<file path="src/hdl/wheel_velocity_pid_top_macros.svh">
// ----------------------------------------------------------------------------
// Wheel velocity PID - assertion macros
// Shared concurrent assertion shorthands, clocked on clk_i, off in reset.
// ----------------------------------------------------------------------------
`ifndef WHEEL_VELOCITY_PID_TOP_MACROS_SVH
`define WHEEL_VELOCITY_PID_TOP_MACROS_SVH

// same-cycle implication
`define WVP_ASSERT_NOW(lbl, ante, cons, msg) \
  lbl: assert property (@(posedge clk_i) disable iff (!rst_ni) (ante) |-> (cons)) \
    else $error(msg);

// next-cycle implication
`define WVP_ASSERT_NEXT(lbl, ante, cons, msg) \
  lbl: assert property (@(posedge clk_i) disable iff (!rst_ni) (ante) |=> (cons)) \
    else $error(msg);

`endif

</file>
<file path="src/hdl/wvpid_pkg.sv">
// ----------------------------------------------------------------------------
// Wheel velocity PID - package
// Word types, register indexes and fixed arithmetic constants.
// ----------------------------------------------------------------------------
package wvpid_pkg;

  localparam int CFG_IDX_W  = 2;
  localparam int CFG_DATA_W = 16;

  localparam logic [CFG_IDX_W-1:0] CFG_PROP_GAIN      = 2'd0;
  localparam logic [CFG_IDX_W-1:0] CFG_INTEG_GAIN     = 2'd1;
  localparam logic [CFG_IDX_W-1:0] CFG_DERIV_GAIN     = 2'd2;
  localparam logic [CFG_IDX_W-1:0] CFG_DIST_PER_COUNT = 2'd3;

  localparam logic [15:0] PROP_GAIN_RST      = 16'd3072;
  localparam logic [15:0] INTEG_GAIN_RST     = 16'd328;
  localparam logic [15:0] DERIV_GAIN_RST     = 16'd1024;
  localparam logic [15:0] DIST_PER_COUNT_RST = 16'd1942;

  // Q0.16 inch/count times 1e6 us/s, Q8.8 out: 2^8 * 1e6 / 2^16 = 15625 / 4
  localparam int SPEED_SCALE = 15625;
  localparam int DEN_SHIFT   = 2;
  localparam int FRAC_BITS   = 12;
  localparam int ROUND_HALF  = 1 << (FRAC_BITS - 1);

  localparam logic [15:0] S16_MAX = 16'h7FFF;
  localparam logic [15:0] S16_MIN = 16'h8000;

  typedef struct packed {
    logic               cmd;
    logic        [23:0] encoder_count;
    logic        [31:0] timestamp_us;
    logic signed [15:0] target_speed;
  } in_word_t;

  typedef struct packed {
    logic signed [15:0] drive_power;
    logic signed [15:0] measured_speed;
    logic signed [15:0] speed_error;
    logic               saturated;
    logic               zero_interval;
  } out_word_t;

endpackage

</file>
<file path="src/hdl/wheel_velocity_pid_top.sv">
// ----------------------------------------------------------------------------
// Wheel velocity PID - top level
// Incremental PID speed loop for one wheel, bit-serial multiply and divide.
// ----------------------------------------------------------------------------
//  channel  | direction | handshake               | word
//  ---------+-----------+-------------------------+------------
//  in       | input     | in_valid_i / in_stall_o | in_word_t
//  out      | output    | out_valid_o/out_stall_i | out_word_t
//  cfg      | input     | cfg_we_i                | cfg_idx_i, cfg_data_i
//
//  Update: 16 multiply steps, 16 divide steps and 3 x 16 gain steps on one
//  shift-add accumulator; a quotient clamp skips the divide steps, a zero
//  interval skips multiply and divide, and a restart goes straight to finish.
//  One word in flight; the next word is taken once the result sits in the
//  output register. A stalled output holds the finished word until taken.
//  Async active-low reset restores gains and clears history.
// ----------------------------------------------------------------------------
`include "wheel_velocity_pid_top_macros.svh"

module wheel_velocity_pid_top #(
  parameter int COUNT_BITS = 24,
  parameter int SUM_BITS   = 24
) (
  input  logic                                 clk_i,
  input  logic                                 rst_ni,
  input  logic                                 in_valid_i,
  output logic                                 in_stall_o,
  input  wvpid_pkg::in_word_t                  in_word_i,
  output logic                                 out_valid_o,
  input  logic                                 out_stall_i,
  output wvpid_pkg::out_word_t                 out_word_o,
  input  logic                                 cfg_we_i,
  input  logic [wvpid_pkg::CFG_IDX_W-1:0]      cfg_idx_i,
  input  logic [wvpid_pkg::CFG_DATA_W-1:0]     cfg_data_i
);
  import wvpid_pkg::*;

  localparam int PROD_W = COUNT_BITS + 16;
  localparam int DIV_W  = (COUNT_BITS + 30 > 50) ? COUNT_BITS + 30 : 50;
  localparam int ACC_W  = SUM_BITS + 19;
  localparam int PWR_W  = ACC_W - FRAC_BITS;
  localparam int SUM_W1 = SUM_BITS + 1;
  localparam logic [3:0] LAST_STEP = 4'hF;

  typedef enum logic [3:0] {
    ST_IDLE, ST_MUL, ST_SCALE, ST_OVF, ST_DIV, ST_SPD, ST_ERR, ST_PID, ST_RND, ST_FIN
  } state_e;

  typedef enum logic [1:0] {TERM_P, TERM_I, TERM_D} term_e;

  state_e                    state_q;
  term_e                     term_q;
  logic [3:0]                cnt_q;
  logic                      neg_q, zero_q, sat_q;
  logic signed [15:0]        target_q;
  logic [33:0]               den_q;
  logic [PROD_W-1:0]         mcand_q, prod_q;
  logic [15:0]               mplier_q, quo_q, gain_q;
  logic [DIV_W-1:0]          rem_q, dsh_q;
  logic signed [15:0]        speed_q, err_q, power_q;
  logic signed [ACC_W-1:0]   op_q, acc_q;
  logic [15:0]               kp_q, ki_q, kd_q, dpc_q;
  logic [COUNT_BITS-1:0]     last_count_q;
  logic [31:0]               last_time_q;
  logic signed [15:0]        last_error_q, last_power_q;
  logic signed [SUM_BITS-1:0] error_sum_q;
  logic                      out_valid_q;
  out_word_t                 out_word_q;

  logic [COUNT_BITS+23:0]    cnt_ext_w;
  logic [COUNT_BITS-1:0]     cnt_w, dcnt_w, mag_w;
  logic [31:0]               dt_w;
  logic [15:0]               spd_w;
  logic signed [16:0]        diff_w, de_w;
  logic signed [15:0]        err_w, pow_sat_w;
  logic signed [SUM_BITS:0]  sum_w;
  logic                      sum_ovf_w, pwr_ovf_w, in_acc_w;
  logic signed [SUM_BITS-1:0] sum_sat_w;
  logic signed [PWR_W-1:0]   pwr_w;

  assign in_acc_w  = in_valid_i && !in_stall_o;
  assign cnt_ext_w = {{COUNT_BITS{1'b0}}, in_word_i.encoder_count};
  assign cnt_w     = cnt_ext_w[COUNT_BITS-1:0];
  assign dcnt_w    = cnt_w - last_count_q;
  assign mag_w     = dcnt_w[COUNT_BITS-1] ? (~dcnt_w + 1'b1) : dcnt_w;
  assign dt_w      = in_word_i.timestamp_us - last_time_q;

  always_comb begin
    if (neg_q) begin
      spd_w = (quo_q > S16_MIN) ? S16_MIN : (~quo_q + 16'd1);
    end else begin
      spd_w = quo_q[15] ? S16_MAX : quo_q;
    end
  end

  assign diff_w    = 17'(target_q) - 17'(speed_q);
  assign err_w     = (diff_w[16] != diff_w[15]) ? $signed(diff_w[16] ? S16_MIN : S16_MAX)
                                                : diff_w[15:0];
  assign sum_w     = SUM_W1'(error_sum_q) + SUM_W1'(err_w);
  assign sum_ovf_w = sum_w[SUM_BITS] != sum_w[SUM_BITS-1];
  assign sum_sat_w = sum_ovf_w ? {sum_w[SUM_BITS], {(SUM_BITS-1){~sum_w[SUM_BITS]}}}
                               : sum_w[SUM_BITS-1:0];
  // previous error is kept until rounding, so this holds through the gain steps
  assign de_w      = 17'(err_w) - 17'(last_error_q);

  assign pwr_w     = acc_q[ACC_W-1:FRAC_BITS];
  assign pwr_ovf_w = !((&pwr_w[PWR_W-1:15]) || !(|pwr_w[PWR_W-1:15]));
  assign pow_sat_w = pwr_ovf_w ? $signed(pwr_w[PWR_W-1] ? S16_MIN : S16_MAX) : pwr_w[15:0];

  always_ff @(posedge clk_i or negedge rst_ni) begin
    if (!rst_ni) begin
      state_q      <= ST_IDLE;
      term_q       <= TERM_P;
      cnt_q        <= '0;
      neg_q        <= 1'b0;
      zero_q       <= 1'b0;
      sat_q        <= 1'b0;
      target_q     <= '0;
      den_q        <= '0;
      mcand_q      <= '0;
      prod_q       <= '0;
      mplier_q     <= '0;
      quo_q        <= '0;
      gain_q       <= '0;
      rem_q        <= '0;
      dsh_q        <= '0;
      speed_q      <= '0;
      err_q        <= '0;
      power_q      <= '0;
      op_q         <= '0;
      acc_q        <= '0;
      kp_q         <= PROP_GAIN_RST;
      ki_q         <= INTEG_GAIN_RST;
      kd_q         <= DERIV_GAIN_RST;
      dpc_q        <= DIST_PER_COUNT_RST;
      last_count_q <= '0;
      last_time_q  <= '0;
      last_error_q <= '0;
      last_power_q <= '0;
      error_sum_q  <= '0;
      out_valid_q  <= 1'b0;
      out_word_q   <= '0;
    end else begin
      if (cfg_we_i) begin
        unique case (cfg_idx_i)
          CFG_PROP_GAIN:      kp_q  <= cfg_data_i;
          CFG_INTEG_GAIN:     ki_q  <= cfg_data_i;
          CFG_DERIV_GAIN:     kd_q  <= cfg_data_i;
          CFG_DIST_PER_COUNT: dpc_q <= cfg_data_i;
          default: ;
        endcase
      end

      if (out_valid_q && !out_stall_i && state_q != ST_FIN) begin
        out_valid_q <= 1'b0;
      end

      unique case (state_q)
        ST_IDLE: begin
          if (in_acc_w) begin
            last_count_q <= cnt_w;
            last_time_q  <= in_word_i.timestamp_us;
            sat_q        <= 1'b0;
            if (!in_word_i.cmd) begin
              last_error_q <= '0;
              last_power_q <= '0;
              error_sum_q  <= '0;
              speed_q      <= '0;
              err_q        <= '0;
              power_q      <= '0;
              zero_q       <= 1'b0;
              state_q      <= ST_FIN;
            end else begin
              neg_q    <= dcnt_w[COUNT_BITS-1];
              target_q <= in_word_i.target_speed;
              den_q    <= {dt_w, {DEN_SHIFT{1'b0}}};
              zero_q   <= (dt_w == '0);
              mcand_q  <= PROD_W'(mag_w);
              mplier_q <= dpc_q;
              prod_q   <= '0;
              cnt_q    <= '0;
              if (dt_w == '0) begin
                speed_q <= '0;
                state_q <= ST_ERR;
              end else begin
                state_q <= ST_MUL;
              end
            end
          end
        end

        ST_MUL: begin
          if (mplier_q[0]) begin
            prod_q <= prod_q + mcand_q;
          end
          mcand_q  <= mcand_q << 1;
          mplier_q <= mplier_q >> 1;
          cnt_q    <= cnt_q + 4'd1;
          if (cnt_q == LAST_STEP) begin
            state_q <= ST_SCALE;
          end
        end

        ST_SCALE: begin
          rem_q   <= DIV_W'(prod_q) * DIV_W'(SPEED_SCALE);
          dsh_q   <= DIV_W'(den_q) << 16;
          state_q <= ST_OVF;
        end

        ST_OVF: begin
          if (rem_q >= dsh_q) begin
            quo_q   <= 16'hFFFF;
            state_q <= ST_SPD;
          end else begin
            dsh_q   <= dsh_q >> 1;
            cnt_q   <= '0;
            state_q <= ST_DIV;
          end
        end

        ST_DIV: begin
          if (rem_q >= dsh_q) begin
            rem_q <= rem_q - dsh_q;
          end
          quo_q <= {quo_q[14:0], rem_q >= dsh_q};
          dsh_q <= dsh_q >> 1;
          cnt_q <= cnt_q + 4'd1;
          if (cnt_q == LAST_STEP) begin
            state_q <= ST_SPD;
          end
        end

        ST_SPD: begin
          speed_q <= $signed(spd_w);
          state_q <= ST_ERR;
        end

        ST_ERR: begin
          err_q        <= err_w;
          error_sum_q  <= sum_sat_w;
          sat_q        <= sum_ovf_w;
          acc_q        <= (ACC_W'(last_power_q) <<< FRAC_BITS) + ACC_W'(ROUND_HALF);
          op_q         <= ACC_W'(err_w);
          gain_q       <= kp_q;
          term_q       <= TERM_P;
          cnt_q        <= '0;
          state_q      <= ST_PID;
        end

        ST_PID: begin
          if (gain_q[0]) begin
            acc_q <= acc_q + op_q;
          end
          cnt_q <= cnt_q + 4'd1;
          if (cnt_q == LAST_STEP) begin
            unique case (term_q)
              TERM_P: begin
                op_q   <= ACC_W'(error_sum_q);
                gain_q <= ki_q;
                term_q <= TERM_I;
              end
              TERM_I: begin
                op_q   <= ACC_W'(de_w);
                gain_q <= kd_q;
                term_q <= TERM_D;
              end
              default: begin
                state_q <= ST_RND;
              end
            endcase
          end else begin
            op_q   <= op_q <<< 1;
            gain_q <= gain_q >> 1;
          end
        end

        ST_RND: begin
          power_q      <= pow_sat_w;
          last_power_q <= pow_sat_w;
          last_error_q <= err_q;
          sat_q        <= sat_q | pwr_ovf_w;
          state_q      <= ST_FIN;
        end

        ST_FIN: begin
          if (!out_valid_q || !out_stall_i) begin
            out_valid_q                <= 1'b1;
            out_word_q.drive_power     <= power_q;
            out_word_q.measured_speed  <= speed_q;
            out_word_q.speed_error     <= err_q;
            out_word_q.saturated       <= sat_q;
            out_word_q.zero_interval   <= zero_q;
            state_q                    <= ST_IDLE;
          end
        end

        default: state_q <= ST_IDLE;
      endcase
    end
  end

  assign in_stall_o  = (state_q != ST_IDLE);
  assign out_valid_o = out_valid_q;
  assign out_word_o  = out_word_q;

  `WVP_ASSERT_NOW(a_zero_speed, out_valid_o && out_word_o.zero_interval,
    out_word_o.measured_speed == 16'sd0, "zero interval with nonzero speed")
  `WVP_ASSERT_NEXT(a_busy_after_accept, in_acc_w, in_stall_o,
    "block not busy after taking a word")
  `WVP_ASSERT_NOW(a_result_from_fin, $rose(out_valid_o), $past(state_q == ST_FIN),
    "result raised outside finish state")

endmodule

</file>
<file path="config.mk">
export PLATFORM = sky130hd
export DESIGN_NAME = wheel_velocity_pid_top
export DESIGN_NICKNAME = d
export VERILOG_FILES = /design/src/hdl/wvpid_pkg.sv /design/src/hdl/wheel_velocity_pid_top.sv
export VERILOG_INCLUDE_DIRS = /design/src /design/src/hdl
export SDC_FILE = /design/constraint.sdc
export NUM_CORES = 2
export LEC_CHECK = 0
export BUFFER_PORTS_ARGS = -buffer_cell sky130_fd_sc_hd__buf_2
export CAP_MARGIN = 20
export CELL_PAD_IN_SITES_DETAIL_PLACEMENT = 0
export CELL_PAD_IN_SITES_GLOBAL_PLACEMENT = 2
export CORE_UTILIZATION = 41
export CTS_CLUSTER_DIAMETER = 150
export DETAILED_ROUTE_END_ITERATION = 12
export MAX_ROUTING_LAYER = met4
export PLACE_DENSITY_LB_ADDON = 0.12
export SLEW_MARGIN = 5
export SYNTH_ARGS = -nofsm -noshare
export SYNTH_HDL_FRONTEND = slang
export SYNTH_SLANG_ARGS = --single-unit
</file>
<file path="constraint.sdc">
create_clock -name clk_i -period 7.7 [get_ports clk_i]
set_input_delay 0.385 -clock clk_i [delete_from_list [all_inputs] [get_ports clk_i]]
set_output_delay 0.385 -clock clk_i [all_outputs]
set_load 0.01 [all_outputs]
</file>
======== After elaboration in Yosys (flattened, before gate mapping) ========
Cells that the tools add are included.
word-level totals
  bits in registers ....................... 642
  bits of input ports ..................... 96
  word-level logic and storage cells ...... 204
operators by class
  $add $sub $neg .......................... 12
  multipliers ............................. 1
  magnitude comparators ................... 2
  eq/ne operators ......................... 33
  multiplexer cells ....................... 68
  bitwise operators ....................... 4
  reduce and logical (&&, ||, !) cells .... 50
operators with widths
  cell                    number
  $pmux 43 s2             3
  $pmux 16 s2             8
  $mux 16                 15
  $mux 40                 5
  $pmux 54 s3             1
  $pmux 40 s2             2
  $mux 54                 2
  $pmux 54 s2             1
  $mux 24                 4
  $mux 43                 2
  $ge 54x54->1            1
  $mul 40x14->54 const B  1
  $sub 54x54->54          1
  $pmux 24 s2             1
  $add 43x43->43          1
  $add 40x40->40          1
  $mux 4                  10
  $pmux 4 s10             1
  $sub 16x16->17          2
  $logic_not 32->1        1
  $sub 32x32->32          1
  $add 28x13->29 const B  1
  $ne 2x2->1 const B      13
  $add 24x16->25          1
  other kinds (43)        91

======== Longest topological paths before layout ========
  word-level depth ........................ 7
  depth in mapped cells ................... 33
  gate-level depth less buffers ........... 31

======== Worst setup path before layout ========
OpenSTA, ideal clock, no wires.
  path type ............................... flip-flop to flip-flop
  from .................................... register target_q[1]
  to ...................................... register op_q[32]
  data arrival time ....................... 6.447 ns
  required time ........................... 7.614 ns
  slack ................................... 1.167 ns
  stages on the path, launching flop included .. 31
  clock period less this slack ............ 6.533 ns
  cells stage by stage .................... dfrtp_1 > ha_1 > nor2b_1 > o21ai_0 > a21boi_0 > o21ai_0 > a21oi_1 > a31oi_1 > o21ai_0 > a31oi_1 > o21bai_1 > a21oi_1 > xnor2_1 > ha_1 > nand2_1 > clkbuf_1 > o21ai_0 > fa_1 > a21o_1 > a21oi_1 > o21a_1 > nor3_1 > a2111oi_1 > a21oi_1 > and3_1 > o21ai_1 > a31oi_2 > o22ai_1 > nor2_1 > buf_2 > nor3_1
on the way
  longest elaborated chain between the ends .. 7
  elaborated cells on any way between the ends .. 8
ends and longest elaborated chain
  element                                       line                           RTL
  start, declared                               wheel_velocity_pid_top.sv:55   logic signed [15:0] target_q;
  start signal, assigned                        wheel_velocity_pid_top.sv:175  target_q <= in_word_i.target_speed;
  $sub 16x16->17 (*)                            wheel_velocity_pid_top.sv:96   assign diff_w = 17'(target_q) - 17'(speed_q);
  $mux 16 / $ne 1x1->1 (equally long branches)  wheel_velocity_pid_top.sv:97   assign err_w = (diff_w[16] != diff_w[15]) ? $signed(diff_w[16] ? S16_MIN : S16_MAX)
  $mux 16 (*)                                   wheel_velocity_pid_top.sv:97
  $sub 16x16->17                                wheel_velocity_pid_top.sv:104  assign de_w = 17'(err_w) - 17'(last_error_q);
  $pmux 43 s2                                   wheel_velocity_pid_top.sv:256  unique case (term_q)
  $mux 43                                       wheel_velocity_pid_top.sv:255  if (cnt_q == LAST_STEP) begin
  $pmux 43 s2 (*)                               wheel_velocity_pid_top.sv:158  unique case (state_q)
  end signal, assigned                          wheel_velocity_pid_top.sv:258  op_q <= ACC_W'(error_sum_q);
  end signal, assigned                          wheel_velocity_pid_top.sv:263  op_q <= ACC_W'(de_w);
  end signal, assigned                          wheel_velocity_pid_top.sv:272  op_q <= op_q <<< 1;
  end, declared                                 wheel_velocity_pid_top.sv:61   logic signed [ACC_W-1:0] op_q, acc_q;
Mark *: on every way between the ends. The rest lies on a longest branch, timed or not.
A chain may end at the register's enable or synchronous reset.

======== Worst setup path after layout ========
  from .................................... register prod_q[4]
  to ...................................... register rem_q[53]
on the way
  longest elaborated chain between the ends .. 2
ends and longest elaborated chain
  element                 line                           RTL
  start, declared         wheel_velocity_pid_top.sv:57   logic [PROD_W-1:0] mcand_q, prod_q;
  start signal, assigned  wheel_velocity_pid_top.sv:194  prod_q <= prod_q + mcand_q;
  $mul 40x14->54          wheel_velocity_pid_top.sv:205  rem_q <= DIV_W'(prod_q) * DIV_W'(SPEED_SCALE);
  $pmux 54 s2             wheel_velocity_pid_top.sv:158
  end signal, assigned    wheel_velocity_pid_top.sv:205
  end signal, assigned    wheel_velocity_pid_top.sv:223  rem_q <= rem_q - dsh_q;
  end, declared           wheel_velocity_pid_top.sv:59   logic [DIV_W-1:0] rem_q, dsh_q;
Every way passes these cells.

==> results_tabular.tex <==
\begin{tabular}{lr}
\hline
Metric & Value \\
\hline
\multicolumn{2}{l}{\textbf{GRT}} \\
Via count of the first global-routing pass & 38,890 \\
Total overflow reported by the global router & 0 \\
Antenna violations before repair & 6 \\
Pin count of the biggest net entering global routing & 161 \\
Wire length of the first global-routing pass & 225,000 µm \\
Global-route usage over all layers & 24.9\% \\
\multicolumn{2}{l}{\textbf{Power and ir drop}} \\
Net Sw Frac & 32.0\% \\
Clock share of power & 38.6\% \\
Static leakage power & 0.0254 µW \\
Worst ir drop on vdd & 0.298 mV \\
Power density relative to cell area & 195 nW/µm² \\
Sequential share of power & 37.3\% \\
Gate power share & 24.2\% \\
Internal & 7180 µW \\
Switching power of the nets & 3370 µW \\
\multicolumn{2}{l}{\textbf{Floorplanning}} \\
Die height & 344 µm \\
Placement Rows & 125 \\
DIE AREA & 119,000 µm² \\
Horizontal extent of the die & 344 µm \\
Core box area & 116,000 µm² \\
Number of placed I/O pins & 148 \\
Effective utilization at floorplan & 41.4\% \\
\multicolumn{2}{l}{\textbf{Routing}} \\
Routed wire length per instance & 20.1 µm \\
Vias post-DR & 38,346 \\
Ratio of routed vias to standard cells & 5.46 \\
Drt drc & 0 \\
DRT antenna net count & 0 \\
Final routed wirelength across all metal layers & 141,000 µm \\
Violation count after the first detailed-route iteration & 2,343 \\
1st-pass router iterations & 6 \\
\multicolumn{2}{l}{\textbf{Finish}} \\
Layout net count & 6,133 \\
Area growth syn-to-layout & 12.7\% \\
Final core utilization & 46.6\% \\
Post-route insts no fill & 7,019 \\
Fraction of layout cells with a size suffix above 1 & 11.3\% \\
Filler cell count in the final layout & 11,388 \\
\multicolumn{2}{l}{\textbf{Setup path}} \\
CP most frequent cell & sky130\_fd\_sc\_hd\_\_fa\_1 \\
CP peak stage delay & 0.57 ns \\
Worst path cell trace & inv\_1 > fa\_1 > inv\_1 > fa\_1 > fa\_1 > fa\_1 > ha\_1 > inv\_1 > fa\_1 > inv\_1 > ha\_1 > a21o\_1 > o21a\_1 > a311oi\_1 > a211oi\_1 > nor3\_2 > o31ai\_1 > a41oi\_1 > a31oi\_1 > a221o\_1 > a21o\_1 > a41oi\_1 > nand2\_1 \\
Start-to-end type of the worst setup path & reg2reg \\
Worst endpoint required time & 8.25 ns \\
Buf+Inv Stages, Crit Path & 4 \\
Largest fanout of any net on the critical path & 7 \\
CP startpoint kind & register \\
Critical Path Slowest Stage Cell & sky130\_fd\_sc\_hd\_\_fa\_1 \\
Data arrival, critical path & 7.73 ns \\
Largest delay contributor family on the critical path & adder cells \\
Crit path capture type & register \\
\multicolumn{2}{l}{\textbf{Status}} \\
Result of the run & complete, no violations \\
\multicolumn{2}{l}{\textbf{Placed design}} \\
Input/output buffers & 147 \\
Gpl congestion & 0.873 \\
Dpl hpwl & 106,000 µm \\
Placed cell count & 6,794 \\
\multicolumn{2}{l}{\textbf{Synth}} \\
Mapped cell area & 48,100 µm² \\
Count of flip-flops with a built-in enable after synthesis & 0 \\
Number of distinct library cells after synthesis & 110 \\
Syn nets & 5,978 \\
Register bit count reported by yosys & 638 \\
Post-synthesis instance total & 5,276 \\
YS warnings & 0 \\
Part of the Yosys area used for sequential elements & 33.2\% \\
Mapped Avg Cell Area & 9.11 µm² \\
Most used flip-flop cell after synthesis & sky130\_fd\_sc\_hd\_\_dfrtp\_1 \\
Fraction of registers with async set/reset & 100\% \\
\multicolumn{2}{l}{\textbf{STA}} \\
Clock period minus worst slack & 7.18 ns \\
Tightest slew margin relative to the limit & 28.2\% \\
Setup violators final & 0 \\
Setup repair after global routing missed its margin & no \\
Max Slew Vio Count & 0 \\
Transition time at the pin with the least slew margin & 1.07 ns \\
Skew final & 0.0450 ns \\
Final worst path period share & 93.3\% \\
Hold violation total from the final report & 0 \\
Final-layout setup total negative slack & 0 ns \\
Highest clock frequency the design can meet & 0.139 GHz \\
\multicolumn{2}{l}{\textbf{CTS}} \\
TritonCTS clock tree & yes \\
Num Clock Sinks & 638 \\
Root Buffer & sky130\_fd\_sc\_hd\_\_clkbuf\_16 \\
Later-pin clock latency in the skew report & 0.70 ns \\
Number of H-tree levels & 3 \\
Number of buffers created by CTS & 80 \\
Clock-pin slew on the worst setup and hold paths & 0.06 ns \\
Number of buffers on the longest clock path & 3 \\
\multicolumn{2}{l}{\textbf{Job}} \\
Total of max-cap violations & 0 \\
\multicolumn{2}{l}{\textbf{Hold path}} \\
Worst hold path type & in2reg \\
\hline
\end{tabular}
-- cells in the final DEF (no fill, tap or decap), types with 27 or more instances in the layout --
cell type and instances:
sky130_fd_sc_hd__a22oi_1 33, sky130_fd_sc_hd__nand2_1 600, sky130_fd_sc_hd__ha_1 423, sky130_fd_sc_hd__or3_1 35, sky130_fd_sc_hd__o21bai_1 29, sky130_fd_sc_hd__fa_1 183, sky130_fd_sc_hd__nand4_1 28, sky130_fd_sc_hd__dfrtp_1 625
sky130_fd_sc_hd__nand3_1 96, sky130_fd_sc_hd__dlygate4sd3_1 79, sky130_fd_sc_hd__a211oi_1 30, sky130_fd_sc_hd__o21a_1 51, sky130_fd_sc_hd__and3_1 36, sky130_fd_sc_hd__xnor2_1 159, sky130_fd_sc_hd__o21ai_1 27, sky130_fd_sc_hd__o21ai_0 445
sky130_fd_sc_hd__buf_4 67, sky130_fd_sc_hd__a21oi_1 332, sky130_fd_sc_hd__nor2_1 310, sky130_fd_sc_hd__a22o_1 78, sky130_fd_sc_hd__mux2i_1 40, sky130_fd_sc_hd__buf_2 146, sky130_fd_sc_hd__inv_1 453, sky130_fd_sc_hd__xor2_1 111
sky130_fd_sc_hd__mux2_2 157, sky130_fd_sc_hd__nor3_1 100, sky130_fd_sc_hd__a31oi_1 60, sky130_fd_sc_hd__nor2b_1 38, sky130_fd_sc_hd__a21o_1 124, sky130_fd_sc_hd__clkbuf_16 80, sky130_fd_sc_hd__nand2b_1 42
-- what timing repair did --
action / CTS / global route
hold buffers: 79 / 0
setup endpoints to repair: 0 / 48
resized for setup: 0 / 5
endpoints found under the hold margin: 193 / 0
setup buffers: 0 / 0
-- Yosys cell counts (13+ instances only) --
| cell | instances | area (µm²) |
|---|---|---|
| sky130_fd_sc_hd__ha_1 | 423 | 5290 |
| sky130_fd_sc_hd__nor2_1 | 317 | 1190 |
| sky130_fd_sc_hd__o31ai_1 | 18 | 135 |
| sky130_fd_sc_hd__buf_2 | 28 | 140 |
| sky130_fd_sc_hd__or2_2 | 16 | 100 |
| sky130_fd_sc_hd__a21boi_0 | 13 | 97.6 |
| sky130_fd_sc_hd__xor2_1 | 111 | 972 |
| sky130_fd_sc_hd__mux2_2 | 157 | 1770 |
| sky130_fd_sc_hd__nor2b_1 | 39 | 244 |
| sky130_fd_sc_hd__a21o_1 | 125 | 938 |
| sky130_fd_sc_hd__a221oi_1 | 25 | 219 |
| sky130_fd_sc_hd__nor3_1 | 104 | 521 |
| sky130_fd_sc_hd__a21oi_1 | 334 | 1670 |
| sky130_fd_sc_hd__o211ai_1 | 25 | 188 |
| sky130_fd_sc_hd__o21a_1 | 51 | 383 |
| sky130_fd_sc_hd__and2_1 | 20 | 125 |
| sky130_fd_sc_hd__a22oi_1 | 33 | 248 |
| sky130_fd_sc_hd__dfstp_2 | 13 | 342 |
| sky130_fd_sc_hd__nand4_1 | 28 | 175 |
| sky130_fd_sc_hd__inv_1 | 453 | 1700 |
| sky130_fd_sc_hd__o22ai_1 | 18 | 113 |
| sky130_fd_sc_hd__or3_1 | 35 | 219 |
| sky130_fd_sc_hd__buf_1 | 13 | 48.8 |
| sky130_fd_sc_hd__a31oi_1 | 60 | 375 |
| sky130_fd_sc_hd__o21ai_0 | 446 | 2230 |
| sky130_fd_sc_hd__dfrtp_1 | 625 | 15600 |
| sky130_fd_sc_hd__xnor2_1 | 159 | 1390 |
| sky130_fd_sc_hd__fa_1 | 183 | 3660 |
| sky130_fd_sc_hd__clkbuf_1 | 179 | 672 |
| sky130_fd_sc_hd__o21ai_1 | 27 | 135 |
| sky130_fd_sc_hd__nand2b_1 | 43 | 269 |
| sky130_fd_sc_hd__mux2i_1 | 40 | 400 |
| sky130_fd_sc_hd__nand3_1 | 96 | 480 |
| sky130_fd_sc_hd__and3_1 | 37 | 231 |
| sky130_fd_sc_hd__a22o_1 | 78 | 683 |
| sky130_fd_sc_hd__a211oi_1 | 30 | 225 |
| sky130_fd_sc_hd__o21bai_1 | 29 | 218 |
| sky130_fd_sc_hd__nand2_1 | 606 | 2270 |
-- sequential cells by signal (all words and copies together), names as in the netlist, 16 cells and up --
| name | cells |
|---|---|
| err_q | 16 |
| target_q | 16 |
| quo_q | 16 |
| last_error_q | 16 |
| last_time_q | 32 |
| mcand_q | 40 |
| acc_q | 43 |
| op_q | 43 |
| kd_q | 16 |
| den_q | 32 |
| error_sum_q | 24 |
| dpc_q | 16 |
| dsh_q | 50 |
| ki_q | 16 |
| kp_q | 16 |
| speed_q | 16 |
| mplier_q | 16 |
| out_word_o | 50 |
| rem_q | 54 |
| prod_q | 40 |
| gain_q | 16 |
| last_count_q | 24 |
| last_power_q | 16 |
-- power by group through the flow --
stage               combinational, µW  sequential [µW]  clock, µW
global placement                 2500             3990          0
finish                           2550             3930       4070
global route                     2880             3970       4280
CTS                              2560             3940       4170
floorplan                        1900             3880          0
detailed placement               2510             4000          0
-- worst paths after layout --
kind                                          startpoint                          end  slack [ns]  cells after the start
worst max-delay path               prod_q[4]$_DFFE_PN0P_        rem_q[53]$_DFFE_PN0P_        0.52                     23
worst min-delay path                       in_word_i[17]   last_time_q[1]$_DFFE_PN0P_        0.05                      3
worst max register to register     prod_q[4]$_DFFE_PN0P_        rem_q[53]$_DFFE_PN0P_        0.52                     23
worst min register to register  mplier_q[15]$_DFFE_PN0P_     mplier_q[15]$_DFFE_PN0P_        0.47                      2
max in group asynchronous                         rst_ni  last_time_q[31]$_DFFE_PN0P_        5.55                      4
min in group asynchronous                         rst_ni         dsh_q[6]$_DFFE_PN0P_        0.30                      2
-- per-stage QoR --
step	hold slack [ns]	setup slack [ns]	cell area [µm²]	power, µW
2_1_floorplan	0.0894	1.17	48100	5780
3_3_place_gp	0.438	0.412	50500	6490
3_5_place_dp	0.438	0.256	50500	6510
4_1_cts	0.00176	0.211	54100	10700
5_1_grt	0.0337	0.0620	54200	11100
6_report	0.0516	0.516	54200	10500
-- worst reg2reg max path, delay by kind of cell (launching register included) --
kind                     cells  cell delay, ns
AO/OA/AOI/OAI               10            2.62
adder cells (fa/ha/maj)      7            3.18
buffers and inverters        4            0.31
flip-flops                   1            0.49
AND/OR/NAND/NOR              2            0.47
-- cells by family (layout without fill, tap and decap cells) --
kind of cell / after synthesis / in the layout / synth area share [%]
AOI/OAI and AO/OA: 1486 / 1486 / 20.1
and+or+nand+nor: 1401 / 1401 / 13.1
buffers and inverters: 678 / 894 / 5.43
DFF: 638 / 638 / 33.2
adders and majority gates: 606 / 606 / 18.6
xor gates and xnor gates: 270 / 270 / 4.92
muxes: 197 / 197 / 4.51
other: 0 / 3 / 0
-- final cells by class --
cell class / instances / area, µm² / area share (%)
Inverter: 454 / 1700 / 3.15
Antenna cell: 3 / 7.51 / 0.0139
Timing Repair Buffer: 297 / 2120 / 3.92
Tap cell: 1524 / 1910 / 3.52
Sequential cell: 638 / 16000 / 29.5
Clock inverter: 37 / 576 / 1.06
Multi-Input combinational cell: 3960 / 29600 / 54.7
Clock buffer: 106 / 2240 / 4.14
-- layer usage --
| layer | part of all wire (%) | GRT usage [%] | vias to the layer above |
|---|---|---|---|
| met1 | 48 | 33.7 | 18731 |
| li1 | - | - | 18879 |
| met3 | 3.3 | 3.00 | 165 |
| met2 | 47 | 39.8 | 571 |
| met4 | 2.2 | 5.57 | 0 |
| met5 | 0 | - | - |
(Power assumes the default switching activity.)
